$ cat config.mk
export PLATFORM = sky130hd
export DESIGN_NAME = lmfls_ctrl
export DESIGN_NICKNAME = d
export VERILOG_FILES = /design/src/rtl/lmfls_pkg.sv /design/src/rtl/lmfls_ctrl.sv
export SDC_FILE = /design/constraint.sdc
export NUM_CORES = 1
export LEC_CHECK = 0
export BUFFER_PORTS_ARGS = -buffer_cell sky130_fd_sc_hd__buf_4
export CAP_MARGIN = 30
export CELL_PAD_IN_SITES_DETAIL_PLACEMENT = 0
export CELL_PAD_IN_SITES_GLOBAL_PLACEMENT = 1
export CORE_MARGIN = 2
export CORE_UTILIZATION = 41
export CTS_BUF_LIST = sky130_fd_sc_hd__clkbuf_16
export CTS_CLUSTER_DIAMETER = 200
export DETAILED_ROUTE_END_ITERATION = 8
export PLACE_DENSITY = 0.93
export SYNTH_ARGS = -nofsm -noshare
export SYNTH_HDL_FRONTEND = slang
export SYNTH_SLANG_ARGS = --single-unit
$ cat constraint.sdc
create_clock -name i_clk -period 4.8 [get_ports i_clk]
set_input_delay 0 -clock i_clk [delete_from_list [all_inputs] [get_ports i_clk]]
set_output_delay 0 -clock i_clk [all_outputs]
set_load 0.01 [all_outputs]
$ cat src/rtl/lmfls_pkg.sv
`default_nettype none
package lmfls_pkg;

    localparam int unsigned CoordW   = 24;
    localparam int unsigned DiffW    = CoordW + 1;
    localparam int unsigned SqW      = 2 * DiffW;
    localparam int unsigned RadW     = 52;
    localparam int unsigned RootW    = RadW / 2;
    localparam int unsigned LenW     = 26;
    localparam int unsigned GainW    = 16;
    localparam int unsigned StimW    = 16;
    localparam int unsigned AmtW     = GainW + StimW - 1;
    localparam int unsigned DvdW     = DiffW + AmtW;
    localparam int unsigned DvsW     = DiffW + 4;
    localparam int unsigned StepW    = 16;
    localparam int unsigned OutW     = 32;
    localparam int unsigned CntW     = 6;
    localparam int unsigned RootSteps = RootW;
    localparam int unsigned DivSteps  = DvdW;

    localparam logic [LenW-1:0] LenMax = {LenW{1'b1}};

    // segment selectors
    localparam logic [1:0] SegA   = 2'd0;
    localparam logic [1:0] SegB   = 2'd1;
    localparam logic [1:0] SegDir = 2'd2;

    // register indexes
    localparam logic [1:0] RegGain = 2'd0;
    localparam logic [1:0] RegBend = 2'd1;
    localparam logic [1:0] RegStep = 2'd2;

    typedef struct packed {
        logic       load;
        logic       sq_acc;
        logic [1:0] seg;
        logic [1:0] comp;
        logic       rt_init;
        logic       rt_step;
        logic       rt_done;
        logic       f_mul;
        logic       f_zero;
        logic       f_store;
        logic       s_init;
        logic       s_store;
        logic       div_step;
        logic       publish;
    } t_cmd;

    typedef struct packed {
        logic bend;
        logic mag_zero;
        logic out_busy;
    } t_status;

    // signed saturation of a magnitude with separate sign
    function automatic logic [OutW-1:0] sat_s32(input logic neg,
                                                input logic [DvdW-1:0] q);
        logic [DvdW:0] lim;
        logic [DvdW:0] qq;
        logic [OutW-1:0] res;
        lim = {{(DvdW-OutW+2){1'b0}}, {(OutW-1){1'b1}}};
        qq  = {1'b0, q};
        if (!neg) begin
            res = (qq > lim) ? {1'b0, {(OutW-1){1'b1}}} : q[OutW-1:0];
        end else if (qq > lim) begin
            res = {1'b1, {(OutW-1){1'b0}}};
        end else begin
            res = -q[OutW-1:0];
        end
        return res;
    endfunction

endpackage
`default_nettype wire

$ cat src/rtl/lmfls_ctrl.sv
`default_nettype none
module lmfls_ctrl (
    input  wire logic              i_clk,
    input  wire logic              i_rst_n,
    input  wire logic              i_in_valid,
    output logic                   o_in_stall,
    input  wire lmfls_pkg::t_status i_status,
    output lmfls_pkg::t_cmd        o_cmd
);

    typedef enum logic [3:0] {
        S_IDLE, S_SQ, S_RTI, S_RT, S_RTD, S_FMUL, S_FDIV, S_FST,
        S_SINIT, S_SDIV, S_SST, S_OUT
    } t_state;

    t_state r_state, n_state;
    logic [lmfls_pkg::CntW-1:0] r_cnt, n_cnt;
    logic [1:0] r_seg, n_seg;
    logic [1:0] r_comp, n_comp;

    // next state and commands
    always_comb begin
        n_state = r_state;
        n_cnt   = r_cnt;
        n_seg   = r_seg;
        n_comp  = r_comp;
        o_cmd   = '0;
        o_cmd.seg  = r_seg;
        o_cmd.comp = r_comp;
        case (r_state)
            S_IDLE: begin
                if (i_in_valid) begin
                    o_cmd.load = 1'b1;
                    n_state = S_SQ;
                    n_seg   = lmfls_pkg::SegA;
                    n_comp  = 2'd0;
                end
            end
            S_SQ: begin
                o_cmd.sq_acc = 1'b1;
                if (r_comp == 2'd2) begin
                    n_state = S_RTI;
                    n_comp  = 2'd0;
                end else begin
                    n_comp = r_comp + 2'd1;
                end
            end
            S_RTI: begin
                o_cmd.rt_init = 1'b1;
                n_cnt   = '0;
                n_state = S_RT;
            end
            S_RT: begin
                o_cmd.rt_step = 1'b1;
                n_cnt = r_cnt + 1'b1;
                if (r_cnt == lmfls_pkg::CntW'(lmfls_pkg::RootSteps - 1)) begin
                    n_state = S_RTD;
                end
            end
            S_RTD: begin
                o_cmd.rt_done = 1'b1;
                n_state = S_SQ;
                if (r_seg == lmfls_pkg::SegA) begin
                    n_seg = i_status.bend ? lmfls_pkg::SegB : lmfls_pkg::SegDir;
                end else if (r_seg == lmfls_pkg::SegB) begin
                    n_seg = lmfls_pkg::SegDir;
                end else begin
                    n_state = S_FMUL;
                end
            end
            S_FMUL: begin
                if (i_status.mag_zero) begin
                    o_cmd.f_zero = 1'b1;
                    n_state = S_SINIT;
                end else begin
                    o_cmd.f_mul = 1'b1;
                    n_cnt   = '0;
                    n_state = S_FDIV;
                end
            end
            S_FDIV: begin
                o_cmd.div_step = 1'b1;
                n_cnt = r_cnt + 1'b1;
                if (r_cnt == lmfls_pkg::CntW'(lmfls_pkg::DivSteps - 1)) begin
                    n_state = S_FST;
                end
            end
            S_FST: begin
                o_cmd.f_store = 1'b1;
                if (r_comp == 2'd2) begin
                    n_state = S_SINIT;
                end else begin
                    n_comp  = r_comp + 2'd1;
                    n_state = S_FMUL;
                end
            end
            S_SINIT: begin
                o_cmd.s_init = 1'b1;
                n_cnt   = '0;
                n_state = S_SDIV;
            end
            S_SDIV: begin
                o_cmd.div_step = 1'b1;
                n_cnt = r_cnt + 1'b1;
                if (r_cnt == lmfls_pkg::CntW'(lmfls_pkg::DivSteps - 1)) begin
                    n_state = S_SST;
                end
            end
            S_SST: begin
                o_cmd.s_store = 1'b1;
                n_state = S_OUT;
            end
            S_OUT: begin
                if (!i_status.out_busy) begin
                    o_cmd.publish = 1'b1;
                    n_state = S_IDLE;
                end
            end
            default: n_state = S_IDLE;
        endcase
    end

    // state register
    always_ff @(posedge i_clk) begin
        if (!i_rst_n) begin
            r_state <= S_IDLE;
            r_cnt   <= '0;
            r_seg   <= lmfls_pkg::SegA;
            r_comp  <= 2'd0;
        end else begin
            r_state <= n_state;
            r_cnt   <= n_cnt;
            r_seg   <= n_seg;
            r_comp  <= n_comp;
        end
    end

    assign o_in_stall = (r_state != S_IDLE);

    // checks
    a_accept_busy: assert property (@(posedge i_clk) disable iff (!i_rst_n)
        (i_in_valid && r_state == S_IDLE) |=> o_in_stall)
        else $error("accepted item did not start work");
    a_seg_b_bend: assert property (@(posedge i_clk) disable iff (!i_rst_n)
        (r_state == S_SQ && r_seg == lmfls_pkg::SegB) |-> i_status.bend)
        else $error("second segment run outside bend mode");
    a_publish_free: assert property (@(posedge i_clk) disable iff (!i_rst_n)
        o_cmd.publish |-> !i_status.out_busy)
        else $error("result published over a waiting one");

endmodule
`default_nettype wire

# [Word level (Yosys, flattened, before mapping)]
# Cells that the tools add are included.
# Widths: inputs -> output; s select.
[word_totals] ff_bits=14 in_bits=6 elab_cells=79
[classes] add_sub_neg=2 eq_ne=24 mux=36 reduce_logical=13
[ops] op="$pmux 4 s12" n=1
[ops] op="$mux 4" n=8
[ops] op="$pmux 6 s3" n=1
[ops] op="$eq 4x3->1 const B" n=4
[ops] op="$eq 4x4->1 const B" n=4
[ops] op="$ne 2x2->1 const B" n=8
[ops] op="$mux 1" n=14
[ops] op="$mux 2" n=7
[ops] op="$eq 4x2->1 const B" n=2
[ops] op="$add 6x1->6 const B" n=1
[ops] op="$eq 6x5->1 const B" n=1
[ops] op="$eq 6x6->1 const B" n=1
[ops] op="$mux 3" n=2
[ops] op="$mux 6" n=1
[ops] op="$pmux 2 s3" n=1
[ops] op="$reduce_and 3->1" n=2
[ops] op="$reduce_and 6->1" n=1
[ops] op="$reduce_bool 3->1" n=2
[ops] op="$eq 4x1->1 const B" n=1
[ops] op="$logic_not 4->1" n=1
[ops] op="$pmux 2 s2" n=1
[ops] op="$reduce_bool 4->1" n=1
[ops] op="$reduce_or 2->1" n=2
[ops] op="$ne 3x3->1 const B" n=1
[ops] op="7 further kinds" n=7

# [Logic depth before layout (Yosys ltp)]
[depth] word_depth=4 ltp_mapped=6 ltp_nobuf=6

# [Worst setup path after synthesis]
# Ideal clock, no wire load.
[synth_timing] path_kind="reg2reg" start="register r_cnt[0] (netlist bit)" end="register r_state[2]" arrival_time_ns=1.691 t_required_ns=4.717 setup_slack_ns=3.026 stages_incl_launch_ff=7 path_buffers=1 path_cell_list="dfxtp_1 -> ha_1 -> nand4_1 -> o22a_1 -> or4_1 -> buf_2 -> o31ai_4"
[synth_via] elab_chain_cells=3
[synth_rtl] item="start, declared" line="lmfls_ctrl.sv:17" source="logic [lmfls_pkg::CntW-1:0] r_cnt, n_cnt;"
[synth_rtl] item="start signal, assigned" line="lmfls_ctrl.sv:132" source="r_cnt <= n_cnt;"
[synth_rtl] item="$eq 6x6->1 or $eq 6x5->1 (tied branches)" line="lmfls_ctrl.sv:84, lmfls_ctrl.sv:105, lmfls_ctrl.sv:56"
[synth_rtl] item="$ne 2x2->1 (no source line)"
[synth_rtl] item="$reduce_and 6->1 (no source line) (*)"
[synth_rtl] item="end signal, assigned" line="lmfls_ctrl.sv:131" source="r_state <= n_state;"
[synth_rtl] item="end, declared" line="lmfls_ctrl.sv:16" source="t_state r_state, n_state;"
# Every way passes the cells marked *; elsewhere a longest branch is shown, timed or not.
# A chain may end at the register's enable or synchronous reset.

# [Worst setup path in the final report]
[layout_timing] start="register r_state[2]" end="register r_state[2]"
[layout_via] elab_chain_cells=3
[layout_rtl] item="$eq 4x1->1 (tied with other cells)" line="lmfls_ctrl.sv:30" source="case (r_state)"
[layout_rtl] item="$ne 2x2->1 (no source line)"
[layout_rtl] item="$reduce_and 6->1 (no source line)"
# Several ways; a longest one is shown, not always the timed one.

==> metrics.txt <==
status=finished, final reports clean; Setup crit start kind=flop; core area=0.00250 sq mm; crit path DAT=2.38 ns; Mapped Avg Cell Area=7.56 sq um; drt pass-1 iters=4; Distinct cells, synth=44; commonest non-fill, non-tap cells in the layout=buf_4 (22), nand2_1 (14), dfxtp_1 (14), nor2_1 (12), a21oi_1 (9); wire per inst=14.0 um; drt via density=5.69; Placer Congestion=0.814; Antenna diodes=0; Max VDD drop=0.000325 V; Post-CTS Setup Bufs=0; FMAX=449 MHz; clk sinks=14; setup_tns=0 ns; Congestion Overflow GR=0; skew final=0.00250 ns; layout cells sized above 1=17.6%; Die H=55.5 um; Lkg Pwr=0.514 nW; Comb pwr share=41.5%; hold_buf cts=0; Seq pwr share=32.3%; Routed Antenna Nets=0; Crit Path Max Fanout=24; Net Sw Power=241 uW; Rows=18; first-pass GRT wire length=4460 um; Crit Path Class=reg -> reg; cell area after synthesis=0.00109 sq mm; RSZ-0062 raised after global routing=no; crit end category=flop; minimum clock period=2.23 ns; final WL=2650 um; largest net degree at the start of global routing=25; CTS max path bufs=2; Worst Hold Class=in -> reg; switching share of power=40.2%; max-cap violations=0; fin crit share=46.4%; Synth warnings=0; Seq/Total Area, Yosys=25.7%; DR DRC count=0; DRT iter0 DRCs=37; Final Hold Fails=0; TritonCTS Buffers=3; cell count after synthesis=144; non-filler cells, final=189; fin. max-slew vios=0; Die Span X=55.5 um; initial antenna violation count=0; Final WS setup=2.57 ns; Post-CTS Resized=0; Starting Density=43.5%; slew margin rel.=50.8%; setup violators final=0; Crit path required time=4.96 ns; Yosys reg bits=14; CTS tree=done; die area=0.00308 sq mm; vias in the first global route=918; detailed placement HPWL=1900 um; worst-skew pair later-pin latency=0.24 ns; PD cells=456 mW/mm^2; setup slack after placement=2.63 ns; Least-Margin Pin Slew=0.736 ns; commonest non-fill, non-tap cell in the layout=buf_4; CTS root buffer=clkbuf_16; Clock transition at path regs=0.05 ns; internal power=360 uW; Final Total Pwr=601 uW; cell total after placement=185; Vias=1076; H-tree depth=1; GRT Total Usage=17.9%; Clock power frac=26.2%; port bufs=22; Ports=23; # nets final=171; Mapped Nets=155; Area growth syn-to-layout=21.1%
## kinds of logic (layout without fill, tap and decap cells)
group,count (synthesis),after routing,synth area share (%)
adders and majority gates,5,5,5.75
muxes,5,5,4.60
and+or+nand+nor,66,66,33.4
DFF,14,14,25.7
xor gates and xnor gates,1,1,0.805
buffers and inverters,19,34,7.47
AOI/OAI and AO/OA,34,34,22.2
## area by class of cell
type                       count  area [sq um]
fill                         241          1180
multi-input combinational    111           727
sequential                    14           280
timing repair buffer          22           165
clock buffer                   3          75.1
tap                           30          37.5
inverter                       8          30.0
clock inverter                 1          3.75
## sequential cells by signal, indices dropped and copies added (netlist names)
register / count
r_cnt: 6
r_comp: 2
r_seg: 2
r_state: 4
## metal layers
metal / wire, um / track usage (%) / vias to the layer above
met5: 0 / 0 / -
met4: 23 / 6.27 / 0
met3: 118 / 3.28 / 2
met2: 1290 / 28.6 / 19
met1: 1220 / 24.0 / 498
li1: - / - / 557
## critical path, stage by stage, from the launching register on
cell and delay, ns:
dfxtp_1 0.78, nand2b_1 0.31, a211oi_1 0.08, or4_1 0.67
o31ai_4 0.29
## power groups by stage
stage	clock (mW)	combinational, mW	sequential (mW)
5_1_grt	0.167	0.273	0.201
6_report	0.158	0.250	0.194
3_5_place_dp	0	0.249	0.195
3_3_place_gp	0	0.245	0.190
2_1_floorplan	0	0.216	0.154
4_1_cts	0.161	0.252	0.192
## through the flow
step / util [%] / hold slack [ns] / area [sq um]
5_1_grt: 52.8 / 0.0331 / 1320
3_5_place_dp: 49.6 / 0.268 / 1240
6_report: 52.8 / 0.0296 / 1320
2_1_floorplan: - / 0.0504 / 1090
4_1_cts: 52.8 / 0.0314 / 1320
3_3_place_gp: 49.6 / 0.269 / 1240
## synth_stat cells, drive strengths merged
master	count	area (sq um)
a2111oi	1	8.76
a211oi	2	15.0
a21boi	1	7.51
a21oi	9	45.0
a22oi	2	15.0
a31oi	2	12.5
a32oi	1	8.76
and2	1	6.26
and3	3	18.8
and3b	1	8.76
and4	1	8.76
and4bb	1	12.5
buf	9	43.8
clkbuf	2	7.51
dfxtp	14	280
ha	5	62.6
inv	8	30.0
mux2i	5	50.1
nand2	14	52.6
nand2b	3	21.3
nand3	4	20.0
nand4	3	18.8
nor2	12	45.0
nor2b	3	18.8
nor3	8	40.0
nor3b	2	15.0
nor4	2	12.5
nor4bb	3	30.0
o2111ai	2	17.5
o211ai	3	22.5
o21a	1	7.51
o21ai	5	25.0
o21bai	1	7.51
o22a	1	8.76
o22ai	1	6.26
o31ai	2	33.8
or2	2	12.5
or4	3	22.5
xnor2	1	8.76
## path summary, 6_finish.rpt
path | startpoint | end | slack, ns | cells after the start
worst max-delay path | r_state[2] | r_state[2] | 2.57 | 4
worst min-delay path | i_status[2] | r_seg[0] | 0.03 | 3
worst max register to register | r_state[2] | r_state[2] | 2.57 | 4
worst min register to register | r_cnt[5] | r_cnt[5] | 0.50 | 2
No activity file was read; power rests on OpenSTA's default activity.
